### config.mk
export PLATFORM = sky130hd
export DESIGN_NAME = elevator_car_sweep_controller
export DESIGN_NICKNAME = d
export VERILOG_FILES = /design/src/design/ecs_pkg.sv /design/src/design/ecs_slot_ram.sv /design/src/design/ecs_scan.sv /design/src/design/elevator_car_sweep_controller.sv
export SDC_FILE = /design/constraint.sdc
export NUM_CORES = 1
export LEC_CHECK = 0
export ABC_AREA = 1
export BUFFER_PORTS_ARGS = -buffer_cell sky130_fd_sc_hd__buf_2
export CAP_MARGIN = 0
export CORE_ASPECT_RATIO = 0.9
export CORE_MARGIN = 1.5
export CORE_UTILIZATION = 60
export DETAILED_ROUTE_END_ITERATION = 8
export HOLD_SLACK_MARGIN = 0.06
export PLACE_DENSITY = 0.79
export SLEW_MARGIN = 40
export SYNTH_ARGS = -nofsm -noshare
export SYNTH_HDL_FRONTEND = slang
export SYNTH_HIERARCHICAL = 1
export SYNTH_SLANG_ARGS = --single-unit
### constraint.sdc
create_clock -name i_clk -period 5.5 [get_ports i_clk]
set_input_delay 1.65 -clock i_clk [delete_from_list [all_inputs] [get_ports i_clk]]
set_output_delay 1.65 -clock i_clk [all_outputs]
set_load 0.01 [all_outputs]
### src/design/ecs_pkg.sv
// ----------------------------------------------------------------------------
// ecs_pkg
// Types, codes and sizes shared by the car sweep controller.
// ----------------------------------------------------------------------------
package ecs_pkg;

    localparam int SLOTS   = 16;
    localparam int FLOORS  = 64;
    localparam int SLOT_W  = (SLOTS > 1) ? $clog2(SLOTS) : 1;
    localparam int FLOOR_W = 6;
    localparam int CNT_W   = 5;
    localparam logic [CNT_W-1:0] CNT_MAX = '1;

    typedef enum logic [1:0] {
        PH_WAIT = 2'd0,
        PH_CAR  = 2'd1,
        PH_DONE = 2'd2
    } t_phase;

    typedef enum logic [1:0] {
        MO_STOP = 2'd0,
        MO_UP   = 2'd1,
        MO_DOWN = 2'd2
    } t_motion;

    typedef enum logic [1:0] {
        ST_OK   = 2'd0,
        ST_DIR  = 2'd1,
        ST_FULL = 2'd2
    } t_status;

    typedef struct packed {
        t_phase             phase;
        logic [FLOOR_W-1:0] call;
        logic [FLOOR_W-1:0] target;
    } t_slot;

    typedef struct packed {
        logic [FLOOR_W-1:0] lo_c;
        logic [FLOOR_W-1:0] hi_c;
        logic [FLOOR_W-1:0] lo_t;
        logic [FLOOR_W-1:0] hi_t;
        logic               any;
        logic               got_on;
        logic [CNT_W-1:0]   n_off;
        logic [CNT_W-1:0]   n_on;
    } t_scan_stats;

    function automatic logic [CNT_W-1:0] sat_inc(input logic [CNT_W-1:0] v);
        return (v == CNT_MAX) ? v : v + CNT_W'(1);
    endfunction

endpackage

### src/design/ecs_slot_ram.sv
// ----------------------------------------------------------------------------
// ecs_slot_ram
// Request table storage: one write port, one registered read port.
// ----------------------------------------------------------------------------
module ecs_slot_ram
    import ecs_pkg::*;
(
    input  logic              i_clk,
    input  logic              i_we,
    input  logic [SLOT_W-1:0] i_waddr,
    input  t_slot             i_wdata,
    input  logic [SLOT_W-1:0] i_raddr,
    output t_slot             o_rdata
);

    t_slot r_mem [SLOTS];
    t_slot r_rdata;

    always_ff @(posedge i_clk) begin
        if (i_we) begin
            r_mem[i_waddr] <= i_wdata;
        end
        r_rdata <= r_mem[i_raddr];
    end

    assign o_rdata = r_rdata;

endmodule

### src/design/ecs_scan.sv
// ----------------------------------------------------------------------------
// ecs_scan
// One pass over the table: read each slot, serve the floor when i_serve
// is set, write back, and gather min/max of call and target floors.
// ----------------------------------------------------------------------------
module ecs_scan
    import ecs_pkg::*;
(
    input  logic               i_clk,
    input  logic               i_rst_n,
    input  logic               i_clr,
    input  logic               i_go,
    input  logic               i_serve,
    input  logic [FLOOR_W-1:0] i_floor,
    input  logic [SLOTS-1:0]   i_used,
    input  t_slot              i_rdata,
    output logic [SLOT_W-1:0]  o_raddr,
    output logic               o_we,
    output logic [SLOT_W-1:0]  o_waddr,
    output t_slot              o_wdata,
    output logic               o_done,
    output t_scan_stats        o_stats
);

    logic              r_run;
    logic [SLOT_W:0]   r_idx;
    logic              r_pv;
    logic [SLOT_W-1:0] r_paddr;
    t_scan_stats       r_stats;
    t_scan_stats       n_stats;
    logic              used;
    logic              alight;
    logic              board;

    assign o_raddr = r_idx[SLOT_W-1:0];
    assign used    = i_used[r_paddr];
    assign alight  = used && i_serve && (i_rdata.phase == PH_CAR)
                     && (i_rdata.target == i_floor);
    assign board   = used && i_serve && (i_rdata.phase == PH_WAIT)
                     && (i_rdata.call == i_floor);

    assign o_we    = r_pv && (alight || board);
    assign o_waddr = r_paddr;
    always_comb begin
        o_wdata       = i_rdata;
        o_wdata.phase = alight ? PH_DONE : PH_CAR;
    end

    assign o_done  = r_pv && (r_paddr == SLOT_W'(SLOTS - 1));
    assign o_stats = r_stats;

    always_comb begin
        n_stats = r_stats;
        if (r_pv && used) begin
            n_stats.any = 1'b1;
            if (i_rdata.call < r_stats.lo_c)   n_stats.lo_c = i_rdata.call;
            if (i_rdata.call > r_stats.hi_c)   n_stats.hi_c = i_rdata.call;
            if (i_rdata.target < r_stats.lo_t) n_stats.lo_t = i_rdata.target;
            if (i_rdata.target > r_stats.hi_t) n_stats.hi_t = i_rdata.target;
        end
        if (r_pv && alight) begin
            n_stats.n_off = sat_inc(r_stats.n_off);
        end
        if (r_pv && board) begin
            n_stats.n_on   = sat_inc(r_stats.n_on);
            n_stats.got_on = 1'b1;
        end
        if (i_go) begin
            n_stats.lo_c   = '1;
            n_stats.hi_c   = '0;
            n_stats.lo_t   = '1;
            n_stats.hi_t   = '0;
            n_stats.any    = 1'b0;
            n_stats.got_on = 1'b0;
        end
        if (i_clr) begin
            n_stats.n_off = '0;
            n_stats.n_on  = '0;
        end
    end

    always_ff @(posedge i_clk) begin
        if (!i_rst_n) begin
            r_run   <= 1'b0;
            r_pv    <= 1'b0;
            r_idx   <= '0;
            r_paddr <= '0;
            r_stats <= '0;
        end else begin
            r_stats <= n_stats;
            if (i_go) begin
                r_run <= 1'b1;
                r_idx <= '0;
                r_pv  <= 1'b0;
            end else if (r_run && (r_idx < (SLOT_W + 1)'(SLOTS))) begin
                r_pv    <= 1'b1;
                r_paddr <= r_idx[SLOT_W-1:0];
                r_idx   <= r_idx + (SLOT_W + 1)'(1);
            end else begin
                r_run <= 1'b0;
                r_pv  <= 1'b0;
            end
        end
    end

endmodule

### src/design/elevator_car_sweep_controller.sv
// ----------------------------------------------------------------------------
// elevator_car_sweep_controller
// Sweep controller for one car serving a table of ride requests.
// ----------------------------------------------------------------------------
// An item (tick or add request) is taken when start is high and busy low.
// Its result appears for one cycle with o_valid; the receiver cannot stall
// it. A rejected add, an add while a run is in progress or a tick while
// stopped goes from the transfer straight to the done state and then to
// the result strobe. Other items run one to three passes over the request
// table memory, one slot read-modify-written per cycle, with sequencer
// steps in between and the done state before the result. The next item
// can be taken in the cycle its predecessor's result is shown.
// ----------------------------------------------------------------------------
module elevator_car_sweep_controller
    import ecs_pkg::*;
(
    input  logic               i_clk,
    input  logic               i_rst_n,
    input  logic               start,
    output logic               busy,
    input  logic               i_req_type,
    input  logic [FLOOR_W-1:0] i_call_floor,
    input  logic [FLOOR_W-1:0] i_target_floor,
    output logic               o_valid,
    output logic [1:0]         o_status,
    output logic [FLOOR_W-1:0] o_car_floor,
    output logic [FLOOR_W-1:0] o_goal_floor,
    output logic [1:0]         o_motion,
    output logic               o_on_return_leg,
    output logic               o_run_active,
    output logic               o_door_cycled,
    output logic [CNT_W-1:0]   o_alighted,
    output logic [CNT_W-1:0]   o_boarded
);

    typedef enum logic [2:0] {S_IDLE, S_SCAN, S_EVAL, S_ENDSW, S_DONE} t_state;
    typedef enum logic [1:0] {M_MINMAX, M_START, M_TICK, M_FINAL} t_mode;

    t_state             r_state;
    t_mode              r_mode;
    logic [SLOTS-1:0]   r_used;
    logic [FLOOR_W-1:0] r_floor;
    logic [FLOOR_W-1:0] r_goal;
    t_motion            r_heading;
    logic               r_ret;
    logic               r_running;
    t_status            r_status;
    logic               r_go;
    logic               r_strobe;

    logic               accept;
    logic               add_we;
    logic [SLOT_W-1:0]  free_slot;
    logic               have_free;
    logic [FLOOR_W-1:0] call_c;
    logic [FLOOR_W-1:0] target_c;
    t_motion            want;
    t_slot              add_slot;

    t_slot              rdata;
    logic [SLOT_W-1:0]  raddr;
    logic               scan_we;
    logic [SLOT_W-1:0]  scan_waddr;
    t_slot              scan_wdata;
    logic               scan_done;
    t_scan_stats        st;

    logic [FLOOR_W-1:0] g_calls;
    logic [FLOOR_W-1:0] g_tgts;
    logic [FLOOR_W-1:0] g_tick;
    logic [FLOOR_W-1:0] g_end;

    function automatic logic [FLOOR_W-1:0] upd_goal(
        input logic [FLOOR_W-1:0] lo,
        input logic [FLOOR_W-1:0] hi,
        input logic               any,
        input logic [FLOOR_W-1:0] fl,
        input logic [FLOOR_W-1:0] gl
    );
        if (!any)                      return gl;
        else if (fl == hi && gl == lo) return fl;
        else                           return (fl < hi) ? hi : lo;
    endfunction

    function automatic logic [FLOOR_W-1:0] clamp(input logic [FLOOR_W-1:0] f);
        return (int'(f) > FLOORS - 1) ? FLOOR_W'(FLOORS - 1) : f;
    endfunction

    assign accept   = start && !busy;
    assign busy     = (r_state != S_IDLE);
    assign call_c   = clamp(i_call_floor);
    assign target_c = clamp(i_target_floor);
    assign want     = (target_c > call_c) ? MO_UP : MO_DOWN;

    always_comb begin
        free_slot = '0;
        have_free = 1'b0;
        for (int i = SLOTS - 1; i >= 0; i--) begin
            if (!r_used[i]) begin
                free_slot = SLOT_W'(i);
                have_free = 1'b1;
            end
        end
    end

    assign add_we = accept && i_req_type && !(r_running && r_heading != want) && have_free;
    always_comb begin
        add_slot.phase  = PH_WAIT;
        add_slot.call   = call_c;
        add_slot.target = target_c;
    end

    ecs_slot_ram u_ram (
        .i_clk   (i_clk),
        .i_we    (add_we || scan_we),
        .i_waddr (add_we ? free_slot : scan_waddr),
        .i_wdata (add_we ? add_slot : scan_wdata),
        .i_raddr (raddr),
        .o_rdata (rdata)
    );

    ecs_scan u_scan (
        .i_clk   (i_clk),
        .i_rst_n (i_rst_n),
        .i_clr   (accept),
        .i_go    (r_go),
        .i_serve (r_mode != M_MINMAX),
        .i_floor (r_floor),
        .i_used  (r_used),
        .i_rdata (rdata),
        .o_raddr (raddr),
        .o_we    (scan_we),
        .o_waddr (scan_waddr),
        .o_wdata (scan_wdata),
        .o_done  (scan_done),
        .o_stats (st)
    );

    assign g_calls = upd_goal(st.lo_c, st.hi_c, st.any, r_floor, r_goal);
    assign g_tgts  = upd_goal(st.lo_t, st.hi_t, st.any, r_floor, r_goal);
    assign g_tick  = st.got_on ? (r_ret ? g_tgts : g_calls) : r_goal;
    assign g_end   = g_tgts;

    always_ff @(posedge i_clk) begin
        if (!i_rst_n) begin
            r_state   <= S_IDLE;
            r_mode    <= M_MINMAX;
            r_used    <= '0;
            r_floor   <= '0;
            r_goal    <= '0;
            r_heading <= MO_STOP;
            r_ret     <= 1'b0;
            r_running <= 1'b0;
            r_status  <= ST_OK;
            r_go      <= 1'b0;
            r_strobe  <= 1'b0;
        end else begin
            r_go     <= 1'b0;
            r_strobe <= 1'b0;
            unique case (r_state)
                S_IDLE: begin
                    if (accept) begin
                        r_status <= ST_OK;
                        r_state  <= S_DONE;
                        if (i_req_type) begin
                            if (r_running && r_heading != want) begin
                                r_status <= ST_DIR;
                            end else if (!have_free) begin
                                r_status <= ST_FULL;
                            end else begin
                                r_used[free_slot] <= 1'b1;
                                if (!r_running) begin
                                    r_running <= 1'b1;
                                    r_ret     <= 1'b0;
                                    r_goal    <= call_c;
                                    r_mode    <= M_MINMAX;
                                    r_go      <= 1'b1;
                                    r_state   <= S_SCAN;
                                end
                            end
                        end else if (r_running && r_heading != MO_STOP) begin
                            if (r_heading == MO_UP && r_floor < r_goal) begin
                                r_floor <= r_floor + FLOOR_W'(1);
                            end else if (r_heading == MO_DOWN && r_floor > r_goal) begin
                                r_floor <= r_floor - FLOOR_W'(1);
                            end
                            r_mode  <= M_TICK;
                            r_go    <= 1'b1;
                            r_state <= S_SCAN;
                        end
                    end
                end
                S_SCAN: begin
                    if (scan_done) begin
                        r_state <= S_EVAL;
                    end
                end
                S_EVAL: begin
                    unique case (r_mode)
                        M_MINMAX: begin
                            r_goal <= g_calls;
                            if (r_floor == g_calls) begin
                                r_mode  <= M_START;
                                r_go    <= 1'b1;
                                r_state <= S_SCAN;
                            end else begin
                                r_heading <= (r_floor < g_calls) ? MO_UP : MO_DOWN;
                                r_state   <= S_DONE;
                            end
                        end
                        M_START: begin
                            if (st.got_on) begin
                                r_goal <= g_calls;
                            end
                            r_state <= S_ENDSW;
                        end
                        M_TICK: begin
                            r_goal <= g_tick;
                            if ((r_heading == MO_UP && r_floor >= g_tick) ||
                                (r_heading == MO_DOWN && r_floor <= g_tick)) begin
                                r_state <= S_ENDSW;
                            end else begin
                                r_state <= S_DONE;
                            end
                        end
                        M_FINAL: begin
                            if (st.got_on) begin
                                r_goal <= g_tgts;
                            end
                            r_used    <= '0;
                            r_heading <= MO_STOP;
                            r_ret     <= 1'b0;
                            r_running <= 1'b0;
                            r_state   <= S_DONE;
                        end
                    endcase
                end
                S_ENDSW: begin
                    if (r_ret) begin
                        r_used    <= '0;
                        r_heading <= MO_STOP;
                        r_ret     <= 1'b0;
                        r_running <= 1'b0;
                        r_state   <= S_DONE;
                    end else begin
                        r_ret  <= 1'b1;
                        r_goal <= g_end;
                        if (r_floor == g_end) begin
                            r_mode  <= M_FINAL;
                            r_go    <= 1'b1;
                            r_state <= S_SCAN;
                        end else begin
                            r_heading <= (r_floor < g_end) ? MO_UP : MO_DOWN;
                            r_state   <= S_DONE;
                        end
                    end
                end
                S_DONE: begin
                    r_strobe <= 1'b1;
                    r_state  <= S_IDLE;
                end
                default: r_state <= S_IDLE;
            endcase
        end
    end

    assign o_valid         = r_strobe;
    assign o_status        = r_status;
    assign o_car_floor     = r_floor;
    assign o_goal_floor    = r_goal;
    assign o_motion        = r_heading;
    assign o_on_return_leg = r_ret;
    assign o_run_active    = r_running;
    assign o_alighted      = st.n_off;
    assign o_boarded       = st.n_on;
    assign o_door_cycled   = (st.n_off != '0) || (st.n_on != '0);

endmodule

==> metrics list <==
- Instance count after placement with tap cells included: between 2k and 2.5k
- After clock tree synthesis, the clock-pin slew on the worst setup and hold paths is approximately 0.06 ns.
- Final sum of negative setup slack: 0 ns
- Unrepaired setup endpoints after global routing: false
- The floorplan step defined a die boundary enclosing about 30000 µm².
* Worst slack at placement: roughly 0.52 ns
- In the finished design, the share of the clock period the worst path needs comes to 0.824.
* Summed instance area of the synthesized netlist: 17400 µm²
- Maximum number of pins on one net before global-route repair: 71
- The tightest hold path in the finished design has a slack of 0.478 ns.
* Required time of the worst setup path: 5.73 ns
- Placeable core region: around 28000 µm²
- Power spread over the standard cell area amounts to 457 nW/µm².
- The die is between 150 and 200 µm tall.
* Clock insertion delay at the later pin of the skew report: ~0.53 ns
- After synthesis the netlist holds a flip-flop and latch count of about 330.
- Total detailed-routing wirelength: ~46000 µm
- Type of element launching the critical path: input pin
* Synth top area share: 0.387
* Ratio of cells with drive above 1 in the final layout: 0.0807
- Across all layers, the routed design uses 14.5k vias.
- Final Power: 8.65 mW
- The congestion estimate from routability-driven global placement came to ~0.95.
- The worst setup path is captured at a flip-flop.
- Number of distinct standard cells referenced by the synthesized netlist: 52
* Portion of the post-synthesis area used by sequential elements: 0.505
- Counting cells, the worst reg-to-reg path comes to 25.
* HPWL after detailed placement: about 31000 µm
- For this configuration, the core starts out at a cell density of 0.616.
* Kind of critical path: in -> reg
- Via count of the first global-routing pass: between 10k and 15k
- Starting DRT DRC Count: 1619
- In this run the deepest clock path goes through 3 buffers.
- Routed length per placed instance: approximately 18 µm
- The tree built by TritonCTS fans out to 326 sinks.
* Inserted Diodes: 0
* Total global routing overflow: 0
* Leading cell types in the layout, fill and taps excluded: nand2_1 (606), inv_1 (351), nand3_1 (266)
- Count of maximum capacitance violations: 0
* # DRC: 0
- Leaving out fill and tap cells, the most frequent cell in the layout is nand2_1.
- CTS HTree Levels: 2
- The worst hold path passes through 2 cells.
- The tree is rooted in a clkbuf_16.
* Status: finished, final reports clean
- Final min period: about 4.5 ns
- The floorplan has just under 60 rows.
- Pin placement for this block handled between 40 and 50 I/O pins.
- Worst vdd rail ir drop: 0.000349 V
* Non-filler instance count after layout: roughly 2.5k
- Number of hold violations in the final report: 0
- In this run the worst hold path is classified as reg -> reg.
- In the post-synthesis netlist, the biggest area contributors are edfxtp_1 (39%), nand2_1 (13%), dfxtp_1 (12%), nand3_1 (7.7%), inv_1 (7.6%).
* Antenna violations before repair: 0
- Worst setup margin: 0.970 ns
- Per-instance average area after synthesis: between 8 and 9 µm²
- F_max: 0.221 GHz
- Final design instance area without fill: ~19000 µm²
- STA puts the critical path data arrival time at ~4.8 ns.
- The Yosys step of the flow raised 6 warnings.
- Using the TritonRoute via totals, the vias-per-cell ratio works out to ~5.7.
- EDFF count, synth: roughly 220
* First-pass GRT wire length: between 70000 and 80000 µm
- Horiz. Die Dim: 182 µm
- Number of antenna-violating nets in the routed design: 0
- Pleak: roughly 8.5 nW
- Relative to the synthesized area, the layout overhead comes to 8.88%.
- Total routing resource utilization after global routing: 0.315
* Number of CTS-inserted buffers: 34
- DP Area: roughly 18000 µm²
* Final core utilization: 0.670
- In this run the worst path has a maximum fanout of 9.
- Gates resized during post-CTS repair numbered 0.
- After clock tree synthesis, the flow added hold-fix buffers numbering 0.
* Count of buffers added by post-CTS timing repair for setup: 0
- Largest clock skew in the final design: ~0.019 ns
- First drt pass iteration count: 6
- Worst-Margin Slew: around 0.76 ns
* Post-synth ARST share: 0
* Commonest register cell after synthesis: edfxtp_1
* Number of cells produced by synthesis: roughly 2.1k
- Max-Slew Margin vs Limit: 0.495
* Fin nets: around 2.2k
- TritonCTS built the clock tree.
- Number of port buffers: between 40 and 50
* Net Count, Synth: roughly 2.2k
- Setup violations, final: 0
* Area leader, netlist: edfxtp_1
* Final number of max-transition violations: 0
-- layout make-up --
type	count	area, µm²
clock buffers	42	916
clock inverters	17	158
fillers	2247	9310
inverters	364	1370
multi-input cells	1349	6750
flip-flops and latches	326	8770
well taps	360	450
repair buffers	82	500
-- cell usage after synthesis (all sizes together) (6+ instances only) --
library cell  number
a21oi             99
inv              361
nor3               6
clkbuf            14
ha                73
nand3            274
o21bai             6
dfxtp            102
nand4             26
nand2            617
xnor2              8
edfxtp           224
o21ai             70
nor2             121
buf               62
xor2               7
o211ai             9
-- worst paths after layout --
| kind | startpoint | endpoint | slack (ns) |
|---|---|---|---|
| hold / removal | o_status[0] | o_status[0] | 0.48 |
| setup / recovery | i_call_floor[5] | u_ram/r_mem[5][9] | 0.97 |
| setup reg to reg | o_car_floor[0] | r_state[0] | 1.20 |
| hold reg to reg | o_status[0] | o_status[0] | 0.48 |
-- where the power goes --
part           leakage [nW]  internal [mW]  switching (mW)
logic                  5.12          0.756            2.01
clock network         0.524           1.29           0.960
registers              2.86           3.32           0.314
-- worst max-delay path, cell delays in order --
cell      delay (ns)
buf_2           0.07
inv_1           0.05
ha_1            0.29
nand2_1         0.07
nor2_1          0.14
o21ai_0         0.10
nand3_1         0.09
nand3_1         0.11
nand4_1         0.23
nand3_2         0.17
nor2_4          0.26
inv_2           0.13
o21ai_0         0.40
nand3b_1        0.23
nor2_1          0.48
buf_4           0.28
-- registers in the layout (all words and copies together), names as in the netlist --
register and flops:
u_scan/o_stats 36, u_scan/r_idx 5, u_scan/o_waddr 4, o_run_active 1, o_goal_floor 6, u_ram/o_rdata 14
r_used 16, o_on_return_leg 1, o_valid 1, r_state 3, r_go 1, u_scan/r_run 1
u_scan/r_pv 1, o_status 2, u_ram/r_mem 224, o_car_floor 6, o_motion 2, r_mode 2
-- cell families (layout without fill, tap and decap cells) --
| kind of cell | after synthesis | count (layout) | share of synthesized area |
|---|---|---|---|
| compound gates | 200 | 200 | 0.0629 |
| buf+inv | 440 | 505 | 0.107 |
| fa+ha+maj | 74 | 74 | 0.0537 |
| simple gates | 1060 | 1060 | 0.264 |
| xor+xnor | 15 | 15 | 0.00756 |
| flops | 326 | 326 | 0.505 |
-- routing by layer --
metal,wire length [µm],up-vias,global-route usage,part of all wire
met2,21500,705,0.516,0.46
met3,4260,119,0.0498,0.092
met1,19200,6741,0.425,0.41
li1,-,6924,-,-
met5,0,-,0,0
met4,1510,0,0.123,0.032
(Power assumes the default switching activity.)
